File: config.mk
export PLATFORM = sky130hd
export DESIGN_NAME = first_fit_allocator_top
export DESIGN_NICKNAME = d
export VERILOG_FILES = /design/src/hdl/ffa_pkg.sv /design/src/hdl/ffa_ram.sv /design/src/hdl/ffa_cell.sv /design/src/hdl/first_fit_allocator_top.sv
export VERILOG_INCLUDE_DIRS = /design/src /design/src/hdl
export SDC_FILE = /design/constraint.sdc
export NUM_CORES = 2
export LEC_CHECK = 0
export ABC_AREA = 1
export BUFFER_PORTS_ARGS = -buffer_cell sky130_fd_sc_hd__buf_4
export CORE_MARGIN = 4
export CORE_UTILIZATION = 32
export CTS_BUF_LIST = sky130_fd_sc_hd__clkbuf_4
export DETAILED_ROUTE_END_ITERATION = 12
export SLEW_MARGIN = 40
export SYNTH_ARGS = -nofsm -noshare
export SYNTH_HDL_FRONTEND = slang
export SYNTH_SLANG_ARGS = --single-unit
export TNS_END_PERCENT = 10
File: constraint.sdc
create_clock -name clk_i -period 12.6 [get_ports clk_i]
set_input_delay 1.26 -clock clk_i [delete_from_list [all_inputs] [get_ports clk_i]]
set_output_delay 1.26 -clock clk_i [all_outputs]
set_load 0.02 [all_outputs]
File: src/hdl/first_fit_allocator_top_macros.svh
// Assertion helpers for the allocator; clocked on clk_i, disabled in reset.
`ifndef FIRST_FIT_ALLOCATOR_TOP_MACROS_SVH
`define FIRST_FIT_ALLOCATOR_TOP_MACROS_SVH

// Same-cycle implication.
`define FFA_ASSERT_IMPL(lbl, ante, cons, msg) \
  lbl: assert property (@(posedge clk_i) disable iff (!rst_ni) (ante) |-> (cons)) \
    else $error(msg);

// Next-cycle implication.
`define FFA_ASSERT_NEXT(lbl, ante, cons, msg) \
  lbl: assert property (@(posedge clk_i) disable iff (!rst_ni) (ante) |=> (cons)) \
    else $error(msg);

`endif

File: src/hdl/ffa_pkg.sv
package ffa_pkg;

  localparam int unsigned POOL_BYTES    = 1048576;
  localparam int unsigned HEADER_BYTES  = 16;
  localparam int unsigned FREE_SEGMENTS = 16;
  localparam int unsigned USED_SLOTS    = 32;

  localparam int unsigned AddrW = 20;
  localparam int unsigned SizeW = 21;
  localparam int unsigned StatW = 3;
  localparam int unsigned PtrW  = 21;
  localparam int unsigned SumW  = 22;
  localparam int unsigned FIdxW = $clog2(FREE_SEGMENTS);
  localparam int unsigned CntW  = $clog2(FREE_SEGMENTS + 1);
  localparam int unsigned UIdxW = $clog2(USED_SLOTS);

  typedef enum logic [StatW-1:0] {
    ST_OK         = 3'd0,
    ST_NO_FIT     = 3'd1,
    ST_ALLOC_FULL = 3'd2,
    ST_UNKNOWN    = 3'd3,
    ST_FREE_FULL  = 3'd4
  } status_e;

  typedef enum logic [1:0] {
    CELL_HOLD,
    CELL_LOAD,
    CELL_FROM_LEFT,
    CELL_FROM_RIGHT
  } cell_op_e;

  typedef struct packed {
    logic [PtrW-1:0]  start;
    logic [SizeW-1:0] len;
  } seg_t;

  typedef struct packed {
    cell_op_e op;
    seg_t     load;
  } cell_cmd_t;

  localparam int unsigned SegW = $bits(seg_t);
  localparam logic [SizeW-1:0] InitLen = SizeW'(POOL_BYTES - HEADER_BYTES);
  localparam logic [SumW-1:0]  Hdr     = SumW'(HEADER_BYTES);

endpackage

File: src/hdl/ffa_ram.sv
module ffa_ram #(
  parameter int unsigned Width = 8,
  parameter int unsigned Depth = 2
) (
  input  logic                     clk_i,
  input  logic                     we_i,
  input  logic [$clog2(Depth)-1:0] waddr_i,
  input  logic [Width-1:0]         wdata_i,
  input  logic [$clog2(Depth)-1:0] raddr_i,
  output logic [Width-1:0]         rdata_o
);

  logic [Width-1:0] mem_q [Depth];
  logic [Width-1:0] rdata_q;

  always_ff @(posedge clk_i) begin
    if (we_i) begin
      mem_q[waddr_i] <= wdata_i;
    end
    rdata_q <= mem_q[raddr_i];
  end

  assign rdata_o = rdata_q;

endmodule

File: src/hdl/ffa_cell.sv
module ffa_cell (
  input  logic              clk_i,
  input  logic              rst_ni,
  input  logic              first_i,
  input  ffa_pkg::cell_cmd_t cmd_i,
  input  ffa_pkg::seg_t     left_i,
  input  ffa_pkg::seg_t     right_i,
  output ffa_pkg::seg_t     seg_o
);
  import ffa_pkg::*;

  seg_t seg_q, seg_d;

  always_comb begin
    unique case (cmd_i.op)
      CELL_LOAD:       seg_d = cmd_i.load;
      CELL_FROM_LEFT:  seg_d = left_i;
      CELL_FROM_RIGHT: seg_d = right_i;
      default:         seg_d = seg_q;
    endcase
  end

  // The first cell holds the whole pool out of reset.
  always_ff @(posedge clk_i or negedge rst_ni) begin
    if (!rst_ni) begin
      seg_q.start <= '0;
      seg_q.len   <= first_i ? InitLen : '0;
    end else begin
      seg_q <= seg_d;
    end
  end

  assign seg_o = seg_q;

endmodule

File: src/hdl/first_fit_allocator_top.sv
// Allocation scans the free segments for the first fit, then the slots for a free one;
// it fails on no fit or a full slot table. A free of address 0 returns OK with no lookup;
// others look up each allocation slot (registered RAM read), then walk the free segments and
// merge or insert, failing on an unknown address or a full segment table. One request at a
// time; the next is taken in the strobe cycle at the earliest.
// Reset: free segment cell 0 holds the pool, all slots free; no clearing pass.
`include "first_fit_allocator_top_macros.svh"
module first_fit_allocator_top (
  input  logic                      clk_i,
  input  logic                      rst_ni,
  input  logic                      start_i,
  output logic                      busy_o,
  input  logic                      command_i,
  input  logic [ffa_pkg::SizeW-1:0] request_size_i,
  input  logic [ffa_pkg::AddrW-1:0] block_address_i,
  output logic                      done_o,
  output logic [ffa_pkg::AddrW-1:0] result_address_o,
  output logic [ffa_pkg::SizeW-1:0] granted_size_o,
  output logic [ffa_pkg::StatW-1:0] status_o
);
  import ffa_pkg::*;

  typedef enum logic [2:0] {
    S_IDLE, S_AFIT, S_ASLOT, S_AAPPLY, S_FRD, S_FCMP, S_FPOS, S_FAPPLY
  } state_e;

  typedef enum logic [2:0] {
    AP_NONE, AP_LOAD, AP_REMOVE, AP_INSERT, AP_LOAD_REMOVE
  } apply_e;

  state_e state_q, state_d;
  logic [SizeW-1:0] size_q, size_d, len_q, len_d;
  logic [AddrW-1:0] addr_q, addr_d;
  logic [CntW-1:0]  fi_q, fi_d, count_q, count_d;
  logic [UIdxW-1:0] slot_q, slot_d;
  logic [USED_SLOTS-1:0] used_q, used_d;
  logic done_q, done_d;
  logic [AddrW-1:0] res_addr_q, res_addr_d;
  logic [SizeW-1:0] res_size_q, res_size_d;
  status_e status_q, status_d;

  seg_t      segs [FREE_SEGMENTS];
  cell_cmd_t cmds [FREE_SEGMENTS];
  apply_e    ap;
  logic [FIdxW-1:0] ld_idx;
  logic [CntW-1:0]  sh_idx;
  seg_t             ld_seg;

  logic             ram_we;
  logic [UIdxW-1:0] ram_raddr;
  seg_t             ram_wdata, ram_rdata;

  seg_t cur, prv;
  logic [SumW-1:0] size22, addr22, pay22, nstart22, nlen22;
  logic [SumW-1:0] next_len, prev_len, both_len;
  logic [SizeW-1:0] granted;
  logic split, mnext, mprev, pos_lt_n;

  assign cur = segs[fi_q[FIdxW-1:0]];
  assign prv = segs[fi_q[FIdxW-1:0] - 1'b1];

  assign size22   = {1'b0, size_q};
  assign addr22   = {2'b0, addr_q};
  assign pos_lt_n = fi_q < count_q;
  assign split    = {1'b0, cur.len} >= size22 + Hdr;
  assign pay22    = {1'b0, cur.start} + Hdr;
  assign nstart22 = pay22 + size22;
  assign nlen22   = {1'b0, cur.len} - size22 - Hdr;
  assign granted  = split ? size_q : cur.len;
  assign mnext    = pos_lt_n && (addr22 + {1'b0, len_q} == {1'b0, cur.start});
  assign mprev    = (fi_q != '0) &&
                    ({1'b0, prv.start} + {1'b0, prv.len} + Hdr + Hdr == addr22);
  assign next_len = {1'b0, cur.len} + Hdr + {1'b0, len_q};
  assign prev_len = {1'b0, prv.len} + Hdr + {1'b0, len_q};
  assign both_len = prev_len + Hdr + {1'b0, cur.len};

  ffa_ram #(.Width(SegW), .Depth(USED_SLOTS)) u_used_ram (
    .clk_i   (clk_i),
    .we_i    (ram_we),
    .waddr_i (slot_q),
    .wdata_i (ram_wdata),
    .raddr_i (ram_raddr),
    .rdata_o (ram_rdata)
  );

  always_comb begin
    state_d    = state_q;
    size_d     = size_q;
    addr_d     = addr_q;
    len_d      = len_q;
    fi_d       = fi_q;
    slot_d     = slot_q;
    count_d    = count_q;
    used_d     = used_q;
    done_d     = 1'b0;
    res_addr_d = res_addr_q;
    res_size_d = res_size_q;
    status_d   = status_q;
    ap         = AP_NONE;
    ld_idx     = fi_q[FIdxW-1:0];
    sh_idx     = fi_q;
    ld_seg     = cur;
    ram_we     = 1'b0;
    ram_raddr  = slot_q;
    ram_wdata  = '{start: pay22[PtrW-1:0], len: granted};

    unique case (state_q)
      S_IDLE: begin
        if (start_i) begin
          size_d  = request_size_i;
          addr_d  = block_address_i;
          fi_d    = '0;
          slot_d  = '0;
          state_d = command_i ? S_FRD : S_AFIT;
        end
      end
      S_AFIT: begin
        if (!pos_lt_n) begin
          done_d = 1'b1; res_addr_d = '0; res_size_d = '0; status_d = ST_NO_FIT;
          state_d = S_IDLE;
        end else if (cur.len >= size_q) begin
          state_d = S_ASLOT;
        end else begin
          fi_d = fi_q + 1'b1;
        end
      end
      S_ASLOT: begin
        if (!used_q[slot_q]) begin
          state_d = S_AAPPLY;
        end else if (slot_q == UIdxW'(USED_SLOTS - 1)) begin
          done_d = 1'b1; res_addr_d = '0; res_size_d = '0; status_d = ST_ALLOC_FULL;
          state_d = S_IDLE;
        end else begin
          slot_d = slot_q + 1'b1;
        end
      end
      S_AAPPLY: begin
        ram_we         = 1'b1;
        used_d[slot_q] = 1'b1;
        if (split) begin
          ap     = AP_LOAD;
          ld_seg = '{start: nstart22[PtrW-1:0], len: nlen22[SizeW-1:0]};
        end else begin
          ap      = AP_REMOVE;
          count_d = count_q - 1'b1;
        end
        done_d     = 1'b1;
        res_addr_d = pay22[AddrW-1:0];
        res_size_d = granted;
        status_d   = ST_OK;
        state_d    = S_IDLE;
      end
      S_FRD: begin
        if (addr_q == '0) begin
          done_d = 1'b1; res_addr_d = '0; res_size_d = '0; status_d = ST_OK;
          state_d = S_IDLE;
        end else begin
          state_d = S_FCMP;
        end
      end
      S_FCMP: begin
        if (used_q[slot_q] && ram_rdata.start == {1'b0, addr_q}) begin
          len_d   = ram_rdata.len;
          fi_d    = '0;
          state_d = S_FPOS;
        end else if (slot_q == UIdxW'(USED_SLOTS - 1)) begin
          done_d = 1'b1; res_addr_d = '0; res_size_d = '0; status_d = ST_UNKNOWN;
          state_d = S_IDLE;
        end else begin
          slot_d  = slot_q + 1'b1;
          state_d = S_FRD;
        end
      end
      S_FPOS: begin
        // advance while the segment header lies below the freed header
        if (pos_lt_n && ({1'b0, cur.start} + Hdr < addr22)) begin
          fi_d = fi_q + 1'b1;
        end else begin
          state_d = S_FAPPLY;
        end
      end
      S_FAPPLY: begin
        done_d = 1'b1; res_addr_d = '0; res_size_d = '0; status_d = ST_OK;
        state_d = S_IDLE;
        if (!mprev && !mnext && count_q >= CntW'(FREE_SEGMENTS)) begin
          status_d = ST_FREE_FULL;
        end else begin
          used_d[slot_q] = 1'b0;
          priority if (mprev && mnext) begin
            ap      = AP_LOAD_REMOVE;
            ld_idx  = fi_q[FIdxW-1:0] - 1'b1;
            ld_seg  = '{start: prv.start, len: both_len[SizeW-1:0]};
            count_d = count_q - 1'b1;
          end else if (mprev) begin
            ap     = AP_LOAD;
            ld_idx = fi_q[FIdxW-1:0] - 1'b1;
            ld_seg = '{start: prv.start, len: prev_len[SizeW-1:0]};
          end else if (mnext) begin
            ap     = AP_LOAD;
            ld_seg = '{start: PtrW'(addr22 - Hdr), len: next_len[SizeW-1:0]};
          end else begin
            ap      = AP_INSERT;
            ld_seg  = '{start: PtrW'(addr22 - Hdr), len: len_q};
            count_d = count_q + 1'b1;
          end
        end
      end
      default: state_d = S_IDLE;
    endcase
  end

  // Per-cell commands: load one cell, shift a run toward or away from the head.
  always_comb begin
    for (int j = 0; j < FREE_SEGMENTS; j++) begin
      cmds[j].load = ld_seg;
      priority if ((ap == AP_LOAD || ap == AP_LOAD_REMOVE || ap == AP_INSERT) &&
                   FIdxW'(j) == ld_idx) begin
        cmds[j].op = CELL_LOAD;
      end else if ((ap == AP_REMOVE || ap == AP_LOAD_REMOVE) &&
                   CntW'(j) >= sh_idx && j < FREE_SEGMENTS - 1) begin
        cmds[j].op = CELL_FROM_RIGHT;
      end else if (ap == AP_INSERT && CntW'(j) > sh_idx) begin
        cmds[j].op = CELL_FROM_LEFT;
      end else begin
        cmds[j].op = CELL_HOLD;
      end
    end
  end

  for (genvar g = 0; g < FREE_SEGMENTS; g++) begin : g_cell
    seg_t left_s, right_s;
    if (g == 0) begin : g_head
      assign left_s = '0;
    end else begin : g_mid
      assign left_s = segs[g-1];
    end
    if (g == FREE_SEGMENTS - 1) begin : g_tail
      assign right_s = segs[g];
    end else begin : g_body
      assign right_s = segs[g+1];
    end
    ffa_cell u_cell (
      .clk_i   (clk_i),
      .rst_ni  (rst_ni),
      .first_i (g == 0),
      .cmd_i   (cmds[g]),
      .left_i  (left_s),
      .right_i (right_s),
      .seg_o   (segs[g])
    );
  end

  always_ff @(posedge clk_i or negedge rst_ni) begin
    if (!rst_ni) begin
      state_q <= S_IDLE;
      count_q <= CntW'(1);
      used_q  <= '0;
      done_q  <= 1'b0;
      fi_q    <= '0;
      slot_q  <= '0;
    end else begin
      state_q <= state_d;
      count_q <= count_d;
      used_q  <= used_d;
      done_q  <= done_d;
      fi_q    <= fi_d;
      slot_q  <= slot_d;
    end
  end

  always_ff @(posedge clk_i) begin
    size_q     <= size_d;
    addr_q     <= addr_d;
    len_q      <= len_d;
    res_addr_q <= res_addr_d;
    res_size_q <= res_size_d;
    status_q   <= status_d;
  end

  assign busy_o           = (state_q != S_IDLE);
  assign done_o           = done_q;
  assign result_address_o = res_addr_q;
  assign granted_size_o   = res_size_q;
  assign status_o         = status_q;

  `FFA_ASSERT_IMPL(a_count_range, 1'b1, count_q <= CntW'(FREE_SEGMENTS), "free count overflow")
  `FFA_ASSERT_IMPL(a_fail_zero, done_o && status_o != ST_OK,
                   result_address_o == '0 && granted_size_o == '0, "failed result not zero")
  `FFA_ASSERT_NEXT(a_accept_busy, start_i && !busy_o, busy_o, "request accepted but not busy")

endmodule

## Word level (Yosys, flattened, before mapping)

Memory sizes are Yosys's and may differ from the RTL's. A register that Yosys moved wholly into a read port is not among the register bits.
Index checks and enable logic that the tools add are counted.

| operators by class | value |
|---|---|
| $add $sub $neg | 21 |
| order comparisons | 40 |
| equality and inequality tests | 95 |
| mux-type cells | 148 |
| bitwise operators | 5 |
| reductions and logical operators | 95 |

Operators by type and width:

| kind | number |
|---|---|
| $pmux 42 s3 | 15 |
| $bmux 42 s4 | 2 |
| $mux 42 | 8 |
| $pmux 42 s2 | 2 |
| $mux 21 | 7 |
| $pmux 21 s6 | 1 |
| $pmux 20 s6 | 1 |
| $mux 2 | 50 |
| $mux 20 | 5 |
| $add 21x21->21 | 4 |
| $mux 5 | 13 |
| $pmux 32 s2 | 1 |
| $add 21x5->21 const B | 3 |
| $eq 2x2->1 const B | 31 |
| $mux 3 | 19 |
| $logic_and 1x1->1 | 55 |
| $reduce_bool 3->1 | 17 |
| $add 21x5->22 const B | 2 |
| $add 22x5->22 const B | 2 |
| $gt 4x5->1 const A | 8 |
| $ge 4x5->1 const A | 7 |
| $and 32x32->32 | 1 |
| $eq 2x1->1 const B | 16 |
| $eq 4x4->1 const A | 8 |
| other kinds (63) | 126 |

| word-level totals | value |
|---|---|
| flip-flop bits (word level) | 829 |
| bits in writable memories | 1,344 |
| input bits | 45 |
| output and inout bits | 46 |
| word-level logic and storage cells | 449 |
| memories | 1 |

Memory list:

| name | depth | bits a word | read ports | clocked after memory_dff | write ports | line | text |
|---|---|---|---|---|---|---|---|
| u_used_ram.mem_q | 32 | 42 | 1 | 1 | 1 | ffa_ram.sv:13 | `logic [Width-1:0] mem_q [Depth];` |

## Longest topological paths before layout

| logic depth | value |
|---|---|
| depth after elaboration | 22 |
| depth in mapped cells | 56 |
| mapped depth without buffers | 39 |

## Worst setup path before layout

No wires, ideal clock.

| path | value |
|---|---|
| path kind | reg2reg |
| start | register fi_q[0] |
| end | register g_cell[14].u_cell.seg_q (netlist bit g_cell[14].u_cell.seg_o[20]) |
| setup time | 87 ps |
| arrival | 9,045 ps |
| required time | 12,513 ps |
| setup slack | 3,469 ps |
| stages on the path, launching flop included | 54 |
| buffers on the path | 17 |
| clock period less this slack | 9,131 ps |
| cells stage by stage | dfrtp_1 > buf_2 > inv_2 > buf_2 > buf_4 > buf_2 > buf_2 > buf_2 > buf_2 > clkbuf_1 > buf_2 > clkbuf_1 > clkbuf_1 > ha_1 > clkbuf_1 > inv_2 > clkbuf_1 > clkbuf_1 > [... 18 more ...] > ha_1 > ha_1 > nand2_1 > nor3_1 > nor3b_1 > nand3_1 > nand3_1 > xor2_1 > xor2_1 > nand2_1 > nand2_1 > inv_1 > nand2_1 > nand2_1 > nand3_1 > clkbuf_1 > nand2_1 > o211ai_1 |

| between the ends | value |
|---|---|
| word-level cells in the longest chain between the ends | 22 |
| elaborated cells on any way between the ends | 69 |
| classes of those cells | 12 x add/sub; 4 x order compare; 10 x eq/ne; 26 x mux; 2 x bitwise; 15 x reduce/logical |

Ends and longest elaborated chain:

| what | line | text |
|---|---|---|
| start: declaration | first_fit_allocator_top.sv:34 | `logic [CntW-1:0] fi_q, fi_d, count_q, count_d;` |
| start signal: assignment | first_fit_allocator_top.sv:266 | `fi_q <= fi_d;` |
| $sub 4x1->4 | first_fit_allocator_top.sv:60, first_fit_allocator_top.sv:191, first_fit_allocator_top.sv:196 |  |
| $not 4->5 (not written as such) | first_fit_allocator_top.sv:60 | `assign prv = segs[fi_q[FIdxW-1:0] - 1'b1];` |
| $bmux 42 s4 | first_fit_allocator_top.sv:60 |  |
| $mux 42 (not written as such) (2 in series) | first_fit_allocator_top.sv:60 |  |
| $add 21x21->22 | first_fit_allocator_top.sv:72 | `({1'b0, prv.start} + {1'b0, prv.len} + Hdr + Hdr == addr22);` |
| $add 22x5->22 (2 in series) | first_fit_allocator_top.sv:72 |  |
| $eq 22x20->1 | first_fit_allocator_top.sv:72 |  |
| $logic_and 1x1->1 | first_fit_allocator_top.sv:71 | `assign mprev = (fi_q != '0) &&` |
| [... 4 more ...] | -- |  |
| $pmux 3 s2 | first_fit_allocator_top.sv:107 | `unique case (state_q)` |
| $eq 3x2->1, or another cell as far along | first_fit_allocator_top.sv:216, first_fit_allocator_top.sv:222 |  |
| $logic_and 1x1->1, or another cell as far along | first_fit_allocator_top.sv:222 | `end else if (ap == AP_INSERT && CntW'(j) > sh_idx) begin` |
| $mux 2, or another cell as far along | first_fit_allocator_top.sv:222 |  |
| $mux 2 or $logic_and 1x1->1 (tied branches) | first_fit_allocator_top.sv:219, first_fit_allocator_top.sv:216 |  |
| $mux 2 | first_fit_allocator_top.sv:216 | `priority if ((ap == AP_LOAD \|\| ap == AP_LOAD_REMOVE \|\| ap == AP_INSERT) &&` |
| $eq 2x2->1 or $eq 2x1->1 (tied branches) | ffa_cell.sv:15 | `unique case (cmd_i.op)` |
| $pmux 42 s3 or $reduce_bool 3->1 (tied branches) | -- |  |
| end signal: assignment | ffa_cell.sv:29 | `seg_q <= seg_d;` |
| end: declaration | ffa_cell.sv:12 | `seg_t seg_q, seg_d;` |

Several ways; a longest one is shown, not always the timed one. The select of a mux whose other input is x is not followed.
A chain may end at the register's enable or synchronous reset.

## Worst setup path in the final report

| path | value |
|---|---|
| start | register fi_q[0] |
| end | register g_cell[8].u_cell.seg_q (netlist bit g_cell[8].u_cell.seg_o[24]) |

| between the ends | value |
|---|---|
| word-level cells in the longest chain between the ends | 22 |
| elaborated cells on any way between the ends | 62 |
| classes of those cells | 6 x add/sub; 4 x order compare; 10 x eq/ne; 25 x mux; 2 x bitwise; 15 x reduce/logical |

Ends and longest elaborated chain:

| what | line |
|---|---|
| $sub 4x1->4 | first_fit_allocator_top.sv:60, first_fit_allocator_top.sv:191, first_fit_allocator_top.sv:196 |
| $not 4->5 (not written as such) | first_fit_allocator_top.sv:60 |
| $bmux 42 s4 | first_fit_allocator_top.sv:60 |
| $mux 42 (not written as such) (2 in series) | first_fit_allocator_top.sv:60 |
| $add 21x21->22 | first_fit_allocator_top.sv:72 |
| $add 22x5->22 (2 in series) | first_fit_allocator_top.sv:72 |
| $eq 22x20->1 | first_fit_allocator_top.sv:72 |
| $logic_and 1x1->1 | first_fit_allocator_top.sv:71 |
| [... 4 more ...] | -- |
| $pmux 3 s2 | first_fit_allocator_top.sv:107 |
| $eq 3x2->1, or another cell as far along | first_fit_allocator_top.sv:216, first_fit_allocator_top.sv:222 |
| $logic_and 1x1->1, or another cell as far along | first_fit_allocator_top.sv:222 |
| $mux 2, or another cell as far along | first_fit_allocator_top.sv:222 |
| $mux 2 or $logic_and 1x1->1 (tied branches) | first_fit_allocator_top.sv:219, first_fit_allocator_top.sv:216 |
| $mux 2 | first_fit_allocator_top.sv:216 |
| $eq 2x2->1 or $eq 2x1->1 (tied branches) | ffa_cell.sv:15 |
| $pmux 42 s3 or $reduce_bool 3->1 (tied branches) | -- |
| end signal: assignment | ffa_cell.sv:29 |
| end: declaration | ffa_cell.sv:12 |

Several ways; a longest one is shown, not always the timed one. The select of a mux whose other input is x is not followed.

==> impl_metrics.toml <==
[worst_setup_path]
arrival_ns = 12.37
crit_type = "reg -> reg"
cp.required_ns = 14.02
cp-start-kind = "register"
r2r-end = "g_cell[8].u_cell.seg_o[24]$_DFFE_PN0P_"
critPathMostFrequentCell = "nand2_1"
rr_startpoint = "fi_q[0]$_DFFE_PN0P_"
slowest_stage = "ha_4"
critPathMaxStageDelay_ns = 0.88
crit_path_end_kind = "register"
worst-r2r-setup-slack_ns = 1.65
crit_fanout = 101
worstRegToRegCells = 36

[finish]
nets = 15210
areaGrowthSynthToFinish_pct = 12.39
final_common_cell = "nand2_1"
layout-drive-gt1-share = 0.1074
n_fill_cell = 39450
final_cell_mix = "3438 x nand2_1, 1592 x o21ai_0, 1450 x edfxtp_1"

[synth]
synth-edff-count = 1450
syn_avg_cell_area_um2 = 8.356
synth-seq-area-share = 0.5089
syn-cell-area_um2 = 122800
ys_types = 63
ys_seq_elements = 2215
async_flop_share = 0.3264
ys_warn_count = 0
synthesis.nets = 15060
ys.flop_type = "edfxtp_1"
netlist_instances = 14700

[floorplanning]
die_y_um = 627.5
dieArea_um2 = 393800
start_util = 0.3213
die_w_um = 627.5
fp-row-count = 227
core_area_um2 = 382300
io_pins = 91

[clocking]
root_buffer = "clkbuf_4"
cts_setup_buffers = 0
clk_pin_slew_worst_paths_ns = 0.07
cts.sinks = 2215
cts_tree = "done"
ctsLongestPathBuffers = 4
insertion_delay_ns = 1.61
htree_num_levels = 6
cts_made_buffers = 608

[sta]
fin_crit_ns = 10.95
clock.fmax_mhz = 91.32
max_slew_margin = 0.3701
drv_slew = 0
setup_viol = 0
clock_skew_ns = 0.1750
hold_viol = 0
finalCritPeriodShare = 0.8691
worstMarginPinSlew_ns = 0.9426
setup_tns_ns = 0
rsz0062_at_grt = "no"

[route]
vias = 115100
first_pass_iters = 10
wl_per_cell_um = 25.91
vias_per_cell = 5.668
ant_nets = 0
wl_um = 526200
remaining_drc_errors = 0
drtIter0Drc = 15230

[placed_design]
placement.io_buffers = 90
dp_hpwl_um = 352500
gp_congestion = 0.9965

[min_path]
hold_depth = 5
hp-class = "in -> reg"
hold_path_end = "state_q[2]$_DFFE_PN0P_"
hp-start = "start_i"

[global_route]
track_usage = 0.2562
grt_pass1_wl_um = 748700
grt-ovfl-total = 0
grt_pass1_vias = 105500
antenna_found_initial = 16
grt_max_degree = 192

[run]
cap_violations = 0

[run_status]
status = "completed"
worst max path at each step:
stage                   startpoint                                       to  cells after the start
6_report       fi_q[0]$_DFFE_PN0P_   g_cell[8].u_cell.seg_o[24]$_DFFE_PN0P_                     36
4_1_cts        fi_q[0]$_DFFE_PN0P_   g_cell[8].u_cell.seg_o[24]$_DFFE_PN0P_                     36
3_3_place_gp   fi_q[0]$_DFFE_PN0P_   g_cell[8].u_cell.seg_o[24]$_DFFE_PN0P_                     36
3_5_place_dp   fi_q[0]$_DFFE_PN0P_   g_cell[8].u_cell.seg_o[24]$_DFFE_PN0P_                     36
5_1_grt        fi_q[0]$_DFFE_PN0P_   g_cell[9].u_cell.seg_o[38]$_DFFE_PN0P_                     39
2_1_floorplan  fi_q[0]$_DFFE_PN0P_  g_cell[14].u_cell.seg_o[20]$_DFFE_PN0P_                     53
cells in the mapped netlist, drive strengths merged (4+ instances only):
master | n | area (µm²)
inv | 1105 | 4148
a22oi | 16 | 120.1
o21bai | 9 | 67.56
buf | 313 | 1509
o31ai | 9 | 67.56
a22o | 79 | 691.9
nand2 | 3488 | 13200
nor4 | 17 | 106.4
nand4 | 216 | 1358
nor3b | 5 | 37.54
nand3b | 17 | 127.6
o311ai | 4 | 35.03
o21a | 9 | 67.56
a21boi | 5 | 37.54
xor2 | 103 | 902.1
xnor2 | 67 | 586.8
a221oi | 83 | 727.0
o21ai | 1662 | 8337
ha | 309 | 3866
a211o | 4 | 35.03
nand3 | 1154 | 5801
a21o | 7 | 52.55
dfxtp | 42 | 840.8
a31oi | 26 | 162.7
nor3 | 56 | 280.3
o221ai | 41 | 359.1
o211ai | 244 | 1832
dfstp | 17 | 446.7
clkinv | 9 | 33.78
or2 | 19 | 118.9
o22ai | 445 | 2784
edfxtp | 1450 | 43540
o2111ai | 83 | 727.0
a211oi | 13 | 97.59
dfrtp | 706 | 17670
and2 | 16 | 100.1
a21oi | 746 | 3745
nor2 | 1465 | 5587
clkbuf | 622 | 2338
fa | 11 | 220.2
cell families after synthesis:
| kind of cell | synth area share |
|---|---|
| and+or+nand+nor | 0.2176 |
| AOI/OAI and AO/OA | 0.1628 |
| DFF | 0.5089 |
| buffers and inverters | 0.06537 |
| adders and majority gates | 0.03327 |
| xor gates and xnor gates | 0.01212 |
worst max-delay path, delay by kind of cell, from the launching register on:
family | cells | cell delay (ns)
DFF | 1 | 0.87
buffers and inverters | 7 | 2.26
AOI/OAI and AO/OA | 4 | 0.63
adders and majority gates | 4 | 1.85
and+or+nand+nor | 21 | 4.84
area by class of cell:
type	instances	area, µm²	area share
Sequential cell	2215	62510	0.4528
Antenna cell	12	30.03	0.0002175
Clock buffer	879	6599	0.04780
Clock inverter	146	1069	0.007741
Timing Repair Buffer	470	4403	0.03190
Inverter	1114	4240	0.03072
Multi-Input combinational cell	10440	52890	0.3831
Tap cell	5038	6304	0.04566
state kept, by name, indices dropped and copies added, names as in the netlist, named ones only:
| name | flops |
|---|---|
| addr_q | 20 |
| count_q | 5 |
| done_o | 1 |
| fi_q | 5 |
| g_cell.u_cell.seg_o | 672 |
| granted_size_o | 21 |
| len_q | 21 |
| ram_raddr | 5 |
| result_address_o | 20 |
| size_q | 21 |
| state_q | 3 |
| status_o | 3 |
| u_used_ram.mem_q | 1344 |
| u_used_ram.rdata_o | 42 |
through the flow:
stage            util  hold WS, ns  setup slack, ns  cell area (µm²)  instances
2_1_floorplan       -       0.3855            3.469           122800      14700
3_3_place_gp   0.3371       0.3871            2.201           128900      19190
3_5_place_dp   0.3396       0.3887            2.167           129800      19230
4_1_cts        0.3607       0.1113            2.105           137900      20290
5_1_grt        0.3610       0.2607            1.410           138000      20300
6_report       0.3611       0.2717            1.649           138000      20310
layer usage:
layer  track usage  routed length, µm  part of all wire  vias to the layer above
li1              -                  -                 -                    51510
met1        0.3273             202400              0.38                    55120
met2        0.3996             235400              0.45                     7078
met3       0.06959              59560              0.11                     1391
met4        0.1260              28810             0.055                        8
met5             0                 57           0.00011                        -
what timing repair did:
item | CTS | global route
gates resized for setup | 0 | 0
hold buffers | 42 | 0
hold endpoints to repair | 121 | 0
Power is not shown: default switching activity piles up to over one toggle a cycle in this logic, so the estimate is an artifact.
